## config.mk

```make
export PLATFORM = sky130hd
export DESIGN_NAME = sem_root
export DESIGN_NICKNAME = d
export VERILOG_FILES = /design/src/hdl/sobel_edge_magnitude_rgb_unit_assert.svh /design/src/hdl/sem_pkg.sv /design/src/hdl/sem_root.sv
export SDC_FILE = /design/constraint.sdc
export NUM_CORES = 1
export LEC_CHECK = 0
export ABC_AREA = 1
export BUFFER_PORTS_ARGS = -buffer_cell sky130_fd_sc_hd__buf_4
export CAP_MARGIN = 10
export CORE_ASPECT_RATIO = 1.1
export CORE_MARGIN = 2
export CORE_UTILIZATION = 46
export CTS_CLUSTER_SIZE = 30
export DETAILED_ROUTE_END_ITERATION = 16
export MAX_ROUTING_LAYER = met4
export PLACE_DENSITY = 0.65
export SYNTH_ARGS = -nofsm -noshare
export SYNTH_HDL_FRONTEND = slang
export SYNTH_SLANG_ARGS = --single-unit
export TNS_END_PERCENT = 20
```

## constraint.sdc

```tcl
create_clock -name clk -period 5.3 [get_ports clk]
set_input_delay 0.53 -clock clk [delete_from_list [all_inputs] [get_ports clk]]
set_output_delay 0.53 -clock clk [all_outputs]
set_load 0.02 [all_outputs]
```

## src/hdl/sobel_edge_magnitude_rgb_unit_assert.svh

```systemverilog
// Assertion macros for the Sobel edge block.
`ifndef SOBEL_EDGE_MAGNITUDE_RGB_UNIT_ASSERT_SVH
`define SOBEL_EDGE_MAGNITUDE_RGB_UNIT_ASSERT_SVH

`ifndef SYNTHESIS
`define SEM_ASSERT_NOW(name, ante, cons) \
  name: assert property (@(posedge clk) disable iff (rst) (ante) |-> (cons)) \
    else $error("sem assertion failed");
`define SEM_ASSERT_NEXT(name, ante, cons) \
  name: assert property (@(posedge clk) disable iff (rst) (ante) |=> (cons)) \
    else $error("sem assertion failed");
`else
`define SEM_ASSERT_NOW(name, ante, cons)
`define SEM_ASSERT_NEXT(name, ante, cons)
`endif

`endif

```

## src/hdl/sem_pkg.sv

```systemverilog
package sem_pkg;

  localparam int MAX_WIDTH  = 1024;
  localparam int MAX_HEIGHT = 1024;

  localparam int COL_W = $clog2(MAX_WIDTH);
  localparam int ROW_W = $clog2(MAX_HEIGHT);
  localparam int DIM_W = 11;
  localparam int PIX_W = 24;
  localparam int SUM_W = 21;

  localparam logic [SUM_W-1:0] SAT_LIMIT = SUM_W'(65280);

  localparam logic REG_FRAME_WIDTH  = 1'b0;
  localparam logic REG_FRAME_HEIGHT = 1'b1;

  // input command codes
  localparam logic CMD_PIXEL = 1'b0;
  localparam logic CMD_FLUSH = 1'b1;

  // Padding flags: which window rows/columns lie outside the frame.
  typedef struct packed {
    logic top;
    logic bottom;
    logic left;
    logic right;
  } edge_mask_t;

endpackage

```

## src/hdl/sem_root.sv

```systemverilog
module sem_root (
  input  logic                        clk,
  input  logic                        rst,
  input  logic                        start,
  input  logic [sem_pkg::SUM_W-1:0]   sq_in,
  output logic                        busy,
  output logic                        done,
  output logic [7:0]                  root
);

  logic                      active;
  logic                      rnd;
  logic                      sat;
  logic [sem_pkg::SUM_W-1:0] sq;
  logic [7:0]                r;
  logic [7:0]                bit_m;
  logic [7:0]                t;
  logic [15:0]               t_sq;
  logic [16:0]               rr_plus;

  assign t       = r | bit_m;
  assign t_sq    = {8'd0, t} * {8'd0, t};
  assign rr_plus = {1'b0, {8'd0, r} * {8'd0, r}} + {9'd0, r};

  always_ff @(posedge clk) begin
    if (rst) begin
      active <= 1'b0;
      rnd    <= 1'b0;
      done   <= 1'b0;
    end else begin
      done <= 1'b0;
      if (start) begin
        active <= 1'b1;
      end else if (active) begin
        if (bit_m == 8'd1) begin
          active <= 1'b0;
          rnd    <= 1'b1;
        end
      end else if (rnd) begin
        rnd  <= 1'b0;
        done <= 1'b1;
      end
    end
  end

  // one result bit per cycle, then round half up
  always_ff @(posedge clk) begin
    if (start) begin
      sq    <= sq_in;
      sat   <= sq_in > sem_pkg::SAT_LIMIT;
      r     <= 8'd0;
      bit_m <= 8'h80;
    end else if (active) begin
      if ({5'd0, t_sq} <= sq) begin
        r <= t;
      end
      bit_m <= bit_m >> 1;
    end else if (rnd) begin
      if (!sat && sq > {4'd0, rr_plus}) begin
        r <= r + 8'd1;
      end
    end
  end

  assign busy = active | rnd;
  assign root = sat ? 8'hFF : r;

endmodule

```

==> results.json <==
{
  "vias_per_cell": 4.88,
  "seqCellArea_um2": 1070,
  "ys_types": 35,
  "slew_headroom_pct": 63.3,
  "endpoint_kind": "flop",
  "ios": 34,
  "max-clock-path-buffers": 2,
  "crit_type": "flop to flop",
  "synth-edff-count": 22,
  "drt_pass1_iterations": 5,
  "leakagePower_nw": 4.18,
  "netlist_area_um2": 6140,
  "syn_nets": 985,
  "cpLargestDelayFamily": "adder cells",
  "setup_viol": 0,
  "place_area_um2": 7130,
  "fin_crit_ns": 5.19,
  "cts_root_buf": "clkbuf_16",
  "die_h_um": 125,
  "cts.clk_slew.worst_paths_ns": 0.06,
  "report.final.slew_viol_count": 0,
  "die_w_um": 114,
  "multi_input_area_um2": 4740,
  "yosysWarnings": 0,
  "synth_flop_cell": "edfxtp_1",
  "hold_violations": 0,
  "clock_latency_ns": 0.28,
  "peakVddDrop_uv": 210,
  "p_per_area_nw_per_um2": 222,
  "grt_max_degree": 31,
  "gr-total-overflow": 0,
  "max_freq_mhz": 193,
  "async_reset_ff_share_pct": 0,
  "ant_nets": 0,
  "cts_tree": "yes",
  "skew_ns": 0.00393,
  "numCtsBuffers": 5,
  "grt_pass1_vias": 5159,
  "place.gp.congestion": 0.882,
  "cap_violations": 0,
  "fin_crit_sh_pct": 97.9,
  "drt-total-wl_um": 14500,
  "crit_slowest_cell": "fa_1",
  "antennaDiodeCount": 0,
  "rsz0062_at_grt": "true",
  "worst_pin_slew_ns": 0.550,
  "cp_num_buf_inv": 6,
  "clock_sinks": 41,
  "area_growth_pct": 28.3,
  "dp_slack_ns": -0.201,
  "wire_per_inst_um": 13.3,
  "start_util_pct": 46.9,
  "fillCellCount": 1191,
  "vias": 5329,
  "crit_required_ns": 5.48,
  "critPathMaxStageDelay_ns": 0.56,
  "coreArea_um2": 13100,
  "cpMostUsedCell": "fa_1",
  "hp-class": "primary input to flop",
  "startpoint_type": "flop",
  "synth-seq-cells": 41,
  "grtUsageTotal_pct": 21.6,
  "synthCells": 809,
  "ys_seq_area_share_pct": 16.9,
  "drc": 0,
  "grt_first_pass_wirelength_um": 24200,
  "postLayoutCoreUtil_pct": 60.1,
  "hold_ws_ns": 0.409,
  "postLayoutCellArea_um2": 7880,
  "critPathMaxFanout": 8,
  "layout-drive-gt1-share_pct": 27.7,
  "rows": 44,
  "setup_slack_ns": 0.109,
  "worstPathArrival_ns": 5.37,
  "final_nets": 1106,
  "initialDrtViolationCount": 250,
  "antenna_found_initial": 0,
  "synth_area_per_cell_um2": 7.59,
  "htree_levels": 2,
  "die-area_um2": 14300,
  "io_buffers": 33,
  "dp_hpwl_um": 11900,
  "status": "finished, final reports clean"
}
==> kinds of logic (layout without fill, tap and decap cells) <==
family	count (synthesis)	after routing	share of synthesized area (%)
buf+inv	211	331	13.3
xor+xnor	30	30	4.28
flops	41	41	16.9
compound gates	74	74	6.62
simple gates	301	303	20.8
fa+ha+maj	152	152	38.1
==> final timing paths <==
path | start | endpoint | slack [ns] | depth (start not counted)
hold / removal | rst | done | 0.41 | 2
setup / recovery | r[4] | r[6] | 0.11 | 26
setup reg to reg | r[4] | r[6] | 0.11 | 26
hold reg to reg | rnd | done | 0.56 | 2
==> area by class of cell <==
type / count / area share (%)
clock buffer: 7 / 1.68
sequential: 41 / 13.6
tap: 161 / 2.56
timing repair buffer: 127 / 12.7
clock inverter: 1 / 0.0635
multi-input combinational: 559 / 60.1
inverter: 196 / 9.34
==> registers in the layout, summed over array words and instances (netlist names) <==
| register | cells |
|---|---|
| r | 8 |
| rnd | 1 |
| done | 1 |
| sq | 21 |
| sat | 1 |
| bit_m | 8 |
| active | 1 |
==> cell usage after synthesis, types with 15 or more instances <==
cell type	number	area, µm²
nand2_1	164	616
ha_1	94	1180
dfxtp_1	19	380
xor2_1	15	131
fa_1	58	1160
edfxtp_1	22	661
a21oi_1	42	210
nand3_1	27	135
o21ai_0	17	85.1
xnor2_1	15	131
inv_1	196	736
nor2_1	70	263
==> power by group <==
group	total, mW	leakage, nW	switching, mW	internal (mW)
sequential	0.387	0.377	0.0271	0.360
combinational	1.07	3.74	0.581	0.486
clock	0.292	0.0679	0.118	0.174
==> cell usage in the layout (no fill, tap or decap), types with 5 or more instances in the layout <==
master,count
nand2_1,145
ha_1,81
buf_6,10
nor2_2,9
inv_1,177
edfxtp_1,22
xnor2_1,14
a21oi_2,10
buf_4,116
dfxtp_2,10
nand2_2,22
nor3_1,8
ha_4,13
nand4_1,12
o21ai_2,5
nand3_2,6
o21ai_0,14
inv_2,19
fa_1,55
a21oi_1,32
nor2_4,11
clkbuf_16,5
nand3_1,22
xor2_1,15
nor2_1,52
dfxtp_1,5
==> timing repair <==
action / CTS / global route
buffers inserted: 2 / 10
hold buffers: 0 / 0
pin swaps: 15 / 59
gates cloned: 1 / 1
gates resized for setup: 32 / 111
endpoints found under the setup margin: 8 / 8
==> metrics by stage <==
stage,cells,TNS (ns),power [mW]
after floorplan,809,0,1.00
after global placement,1070,-1.45,1.31
after detailed placement,1070,-1.39,1.31
after CTS,1081,0,1.64
after global routing,1092,-0.919,1.91
final,1092,0,1.75
==> routing by layer <==
| layer | track usage (%) | share of wire, % | vias to the layer above |
|---|---|---|---|
| met1 | 29.9 | 46 | 2443 |
| met3 | 2.86 | 4.1 | 28 |
| met2 | 33.2 | 48 | 105 |
| met5 | - | 0 | - |
| met4 | 6.53 | 2.3 | 0 |
| li1 | - | - | 2753 |
==> worst register-to-register path: stages (launching register included) <==
cell	delay [ns]
dfxtp_2	0.34
buf_6	0.13
buf_4	0.15
fa_1	0.51
fa_1	0.52
fa_1	0.55
inv_1	0.06
fa_1	0.56
inv_1	0.08
ha_4	0.25
buf_4	0.14
nand2_1	0.05
nor2_1	0.03
nand3_1	0.10
o2111ai_2	0.15
xor2_1	0.18
ha_1	0.27
nand2_1	0.08
inv_2	0.04
o21ai_0	0.06
nand3b_1	0.11
nor2_2	0.14
nand3_2	0.15
nand2_4	0.15
nand2_4	0.09
nor2_1	0.12
nor2_1	0.06
No activity file was read; power rests on OpenSTA's default activity.
