$ cat src/hdl/sobel_edge_magnitude_rgb_unit_assert.svh
// Assertion macros for the Sobel edge block.
`ifndef SOBEL_EDGE_MAGNITUDE_RGB_UNIT_ASSERT_SVH
`define SOBEL_EDGE_MAGNITUDE_RGB_UNIT_ASSERT_SVH

`ifndef SYNTHESIS
`define SEM_ASSERT_NOW(name, ante, cons) \
  name: assert property (@(posedge clk) disable iff (rst) (ante) |-> (cons)) \
    else $error("sem assertion failed");
`define SEM_ASSERT_NEXT(name, ante, cons) \
  name: assert property (@(posedge clk) disable iff (rst) (ante) |=> (cons)) \
    else $error("sem assertion failed");
`else
`define SEM_ASSERT_NOW(name, ante, cons)
`define SEM_ASSERT_NEXT(name, ante, cons)
`endif

`endif

$ cat src/hdl/sem_pkg.sv
package sem_pkg;

  localparam int MAX_WIDTH  = 1024;
  localparam int MAX_HEIGHT = 1024;

  localparam int COL_W = $clog2(MAX_WIDTH);
  localparam int ROW_W = $clog2(MAX_HEIGHT);
  localparam int DIM_W = 11;
  localparam int PIX_W = 24;
  localparam int SUM_W = 21;

  localparam logic [SUM_W-1:0] SAT_LIMIT = SUM_W'(65280);

  localparam logic REG_FRAME_WIDTH  = 1'b0;
  localparam logic REG_FRAME_HEIGHT = 1'b1;

  // input command codes
  localparam logic CMD_PIXEL = 1'b0;
  localparam logic CMD_FLUSH = 1'b1;

  // Padding flags: which window rows/columns lie outside the frame.
  typedef struct packed {
    logic top;
    logic bottom;
    logic left;
    logic right;
  } edge_mask_t;

endpackage

$ cat src/hdl/sem_grad.sv
module sem_grad (
  input  logic                                 clk,
  input  logic                                 shift_en,
  input  logic [sem_pkg::PIX_W-1:0]            col_top,
  input  logic [sem_pkg::PIX_W-1:0]            col_mid,
  input  logic [sem_pkg::PIX_W-1:0]            col_bot,
  input  logic                                 calc_en,
  input  sem_pkg::edge_mask_t                  mask,
  input  logic                                 sq_en,
  output logic [2:0][sem_pkg::SUM_W-1:0]       mag_sq
);

  logic [sem_pkg::PIX_W-1:0] win [3][3];
  logic [7:0]                vv [3][3][3];
  logic signed [11:0]        gx_c [3];
  logic signed [11:0]        gy_c [3];
  logic signed [11:0]        gx [3];
  logic signed [11:0]        gy [3];
  logic signed [23:0]        px [3];
  logic signed [23:0]        py [3];

  always_ff @(posedge clk) begin
    if (shift_en) begin
      for (int k = 0; k < 3; k++) begin
        win[k][0] <= win[k][1];
        win[k][1] <= win[k][2];
      end
      win[0][2] <= col_top;
      win[1][2] <= col_mid;
      win[2][2] <= col_bot;
    end
  end

  // zero padding: masked taps read as zero; channel 0 sits in the top byte
  always_comb begin
    for (int ch = 0; ch < 3; ch++) begin
      for (int k = 0; k < 3; k++) begin
        for (int j = 0; j < 3; j++) begin
          if ((k == 0 && mask.top) || (k == 2 && mask.bottom) ||
              (j == 0 && mask.left) || (j == 2 && mask.right)) begin
            vv[ch][k][j] = 8'd0;
          end else begin
            vv[ch][k][j] = win[k][j][sem_pkg::PIX_W-1-8*ch -: 8];
          end
        end
      end
      gx_c[ch] = $signed({4'd0, vv[ch][0][2]}) + $signed({3'd0, vv[ch][1][2], 1'b0})
               + $signed({4'd0, vv[ch][2][2]}) - $signed({4'd0, vv[ch][0][0]})
               - $signed({3'd0, vv[ch][1][0], 1'b0}) - $signed({4'd0, vv[ch][2][0]});
      gy_c[ch] = $signed({4'd0, vv[ch][2][0]}) + $signed({3'd0, vv[ch][2][1], 1'b0})
               + $signed({4'd0, vv[ch][2][2]}) - $signed({4'd0, vv[ch][0][0]})
               - $signed({3'd0, vv[ch][0][1], 1'b0}) - $signed({4'd0, vv[ch][0][2]});
      px[ch] = gx[ch] * gx[ch];
      py[ch] = gy[ch] * gy[ch];
    end
  end

  always_ff @(posedge clk) begin
    for (int ch = 0; ch < 3; ch++) begin
      if (calc_en) begin
        gx[ch] <= gx_c[ch];
        gy[ch] <= gy_c[ch];
      end
      if (sq_en) begin
        mag_sq[ch] <= px[ch][sem_pkg::SUM_W-1:0] + py[ch][sem_pkg::SUM_W-1:0];
      end
    end
  end

endmodule

$ cat config.mk
export PLATFORM = sky130hd
export DESIGN_NAME = sem_grad
export DESIGN_NICKNAME = d
export VERILOG_FILES = /design/src/hdl/sobel_edge_magnitude_rgb_unit_assert.svh /design/src/hdl/sem_pkg.sv /design/src/hdl/sem_grad.sv
export SDC_FILE = /design/constraint.sdc
export NUM_CORES = 2
export LEC_CHECK = 0
export BUFFER_PORTS_ARGS = -buffer_cell sky130_fd_sc_hd__buf_2
export CAP_MARGIN = 20
export CORE_ASPECT_RATIO = 1.5
export CORE_UTILIZATION = 65
export DETAILED_ROUTE_END_ITERATION = 8
export PLACE_DENSITY = 0.86
export SLEW_MARGIN = 5
export SYNTH_ARGS = -nofsm -noshare
export SYNTH_HDL_FRONTEND = slang
export SYNTH_SLANG_ARGS = --single-unit
$ cat constraint.sdc
create_clock -name clk -period 15.45 [get_ports clk]
set_input_delay 0.7725 -clock clk [delete_from_list [all_inputs] [get_ports clk]]
set_output_delay 0.7725 -clock clk [all_outputs]
set_load 0.01 [all_outputs]
==> parameters.txt <==
Parameter                              Value

Run status
  Run status ... complete, no violations

Worst hold path
  Min-delay src ... col_mid[0]
  Type of the worst min-delay path ... primary input to register

Place
  IO Port Bufs ... 142
  Half-perimeter wire length of the detailed placement result ... 77,500 µm
  Routability-driven placement congestion ratio ... 0.944
  Post-placement cell area ... approximately 47,000 µm²

Synth
  Register bit count reported by yosys ... 351
  XOR/XNOR share of the synthesized area ... 3.74%
  Area fraction in and, or, nand and nor cells after synthesis ... 8.87%
  Main combinational cell family by area after synthesis ... adder cells
  Fraction of the mapped netlist area in compound gates ... 3.24%
  Area share of the largest cell type after synthesis ... 39.9%
  Async set or reset register ratio after synthesis ... 0%
  Post-synthesis sequential area ratio ... 23.4%
  Most used standard cell by instance count after synthesis ... inv_1
  Average cell area after synthesis ... 10.9 µm²
  Count of yosys warnings during synthesis ... 0
  Cell types with the highest counts after synthesis ... 1,236 x inv_1, 896 x fa_1, 351 x edfxtp_1
  Post-synthesis mux area share ... 0.0751%
  Main flop type after synthesis ... edfxtp_1
  Net count after synthesis ... between 5k and 6k
  Largest area contributor in the netlist ... fa_1
  EDFF count, synth ... ~350
  Top cells by area, synth ... fa_1 40%, edfxtp_1 23%, inv_1 10%
  Synthesized cell area ... about 45,000 µm²
  Unique masters post-synth ... 55
  Post-synthesis instance total ... roughly 4k
  Fraction of the mapped netlist area in adder cells ... 49.6%

Floorplanning
  Total die area ... 70,300 µm²
  I/O pin cnt ... 143
  Core Rows ... between 100 and 150
  Initial Util ... 66.0%
  Vertical die dimension ... 324 µm
  Core ar. ... 68,200 µm²
  Die boundary width ... 217 µm

Clocking
  Skew-Pair Late Insertion Delay ... 0.60 ns
  Clock Path Buffers ... 3
  CTS H-tree depth ... 2
  Clock tree from TritonCTS ... yes
  Clock-pin slew on the worst setup and hold paths ... 0.08 ns
  Root buffer cell ... clkbuf_16
  Setup repair bufs after CTS ... 0
  CTS hold repair buffers ... 0
  Total clock buffers created by CTS ... 39
  # clock sinks ... 351
  # resized after CTS ... 0

Setup path
  Worst stage delay on the critical path ... approximately 0.9 ns
  Termination of the worst setup path ... mag_sq[62]$_DFFE_PP_
  Critical Path Source ... gy[0][35]$_DFFE_PP_
  Required time of the critical path ... roughly 16 ns
  Flop-to-flop setup slack ... about 8.6 ns
  Worst Setup End Kind ... register
  Terminus of the critical flop-to-flop path ... mag_sq[62]$_DFFE_PP_
  Worst-path fanout max ... 20
  Setup crit start kind ... register
  Depth of the worst register-to-register path ... 18
  Crit path max-delay cell type ... fa_1
  Crit Reg-Reg Startpoint ... gy[0][35]$_DFFE_PP_
  Cell occurring most often along the worst timing path ... fa_1
  Crit-path cells ... nand2_1 > fa_1 > inv_1 > fa_1 > fa_1 > fa_1 > inv_1 > fa_1 > fa_1 > fa_1 > inv_1 > ha_1 > a21o_1 > a21o_1 > a21oi_1 > o2111ai_1 > a31oi_1 > xnor2_1
  CP arrival ... ~7.2 ns
  Worst Path Class, Setup ... register to register

GRT
  GRT overflow ... 0
  Pin count of the biggest net entering global routing ... 77
  Total routing usage reported by global routing ... 29.0%
  Busiest layer in global routing ... met2
  Antenna violations before repair ... 4
  Met3 usage ... 3.51%
  Wire length of the first global-routing pass ... 156,000 µm
  Via count of the first global-routing pass ... 32.2k
  Met2 global-route usage ... 54.4%
  Fraction of met1 tracks used by global routing ... between 30% and 40%

Finish
  Area of all placed cells without fillers ... 47,900 µm²
  Fraction of layout instances using a drive strength above 1 ... 5.68%
  Post-synthesis to final-layout area growth ... 6.42%
  Antenna diode count ... 0
  Net total in the final layout ... 5,535

STA
  Final setup skew ... 0.0327 ns
  Tightest Pin Transition ... 1.11 ns
  Count of endpoints failing hold in the final timing report ... 0
  Tightest hold margin ... between 0.3 and 0.4 ns
  Final setup violation count ... 0
  Setup tns final ... 0 ns
  Shortest clock period the worst path allows after layout ... 6.89 ns
  Fmax ... 145 MHz
  RSZ-0062 raised after global routing ... false
  Worst rel slew slack ... approximately a quarter
  Period utilization ... 44.6%
  Final Max Slew Viols ... 0

Route
  Number of DRC markers in iteration 0 ... 1,650
  Initial DRT Pass Iterations ... 6
  Overall routed net length ... 95,600 µm
  Routed length per placed instance ... 18.6 µm
  Drt via density ... 5.46
  Final ANT Viol Nets ... 0
  Vias post-DR ... around 28k
  DRC violation count after routing ... 0

Job
  Max_cap viols ... 0
## registers in the layout, indices dropped and copies added, names as in the netlist
register  count
gy           36
gx           36
mag_sq       63
win         216
## how the worst min path moves through the flow
stage	slack (ns)	depth (start not counted)	to
floorplan	0.40	0	win[0][120]$_DFFE_PP_
global placement	0.40	0	win[0][136]$_DFFE_PP_
detailed placement	0.40	0	win[0][132]$_DFFE_PP_
CTS	0.33	1	win[0][5]$_DFFE_PP_
global route	0.34	1	win[0][76]$_DFFE_PP_
finish	0.37	1	win[0][72]$_DFFE_PP_
## layout make-up
type                       count  area, µm²
inverter                    1236       4640
fill                        4578      20300
sequential                   351      10500
clock inverter                27        325
multi-input combinational   2433      29500
tap                          892       1120
clock buffer                  44       1020
timing repair buffer         149        778
## worst max-delay path: cells and delay by family (launching register included)
kind,cells,cell delay [ns]
AO/OA/AOI/OAI,5,1.20
buffers and inverters,3,0.25
adder cells (fa/ha/maj),8,4.00
flip-flops,1,0.83
XOR/XNOR,1,0.10
AND/OR/NAND/NOR,1,0.27
## kinds of logic after synthesis
| logic type | Yosys count |
|---|---|
| buffers and inverters | 1329 |
| AND/OR/NAND/NOR | 769 |
| flip-flops | 351 |
| multiplexers | 3 |
| adder cells (fa/ha/maj) | 1245 |
| AO/OA/AOI/OAI | 224 |
| XOR/XNOR | 192 |
## metal layers
| layer | share of wire, % | routed length (µm) |
|---|---|---|
| met5 | 0.014 | 13 |
| met4 | 6.2 | 5900 |
| met3 | 5.2 | 4970 |
| met2 | 55 | 52400 |
| met1 | 34 | 32400 |
## layout by cell type, fill, tap and decap left out, types with 63 or more instances in the layout
| cell | n |
|---|---|
| buf_2 | 139 |
| a21oi_1 | 63 |
| fa_1 | 896 |
| nor2b_1 | 137 |
| nor2_1 | 76 |
| nand2_1 | 246 |
| edfxtp_1 | 351 |
| and2_1 | 242 |
| inv_1 | 1236 |
| xnor2_1 | 142 |
| ha_1 | 349 |
## through the flow
step | utilization, % | cells | setup slack (ns)
5_1_grt | 70.2 | 5132 | 8.22
6_report | 70.2 | 5132 | 8.56
2_1_floorplan | - | 4113 | 9.18
3_3_place_gp | 68.2 | 5061 | 8.75
4_1_cts | 70.2 | 5132 | 8.60
3_5_place_dp | 68.2 | 5061 | 8.60
Power is left out: the tool's default activity adds up to more than one toggle a clock period on the data nets, which glitch-free logic cannot reach.
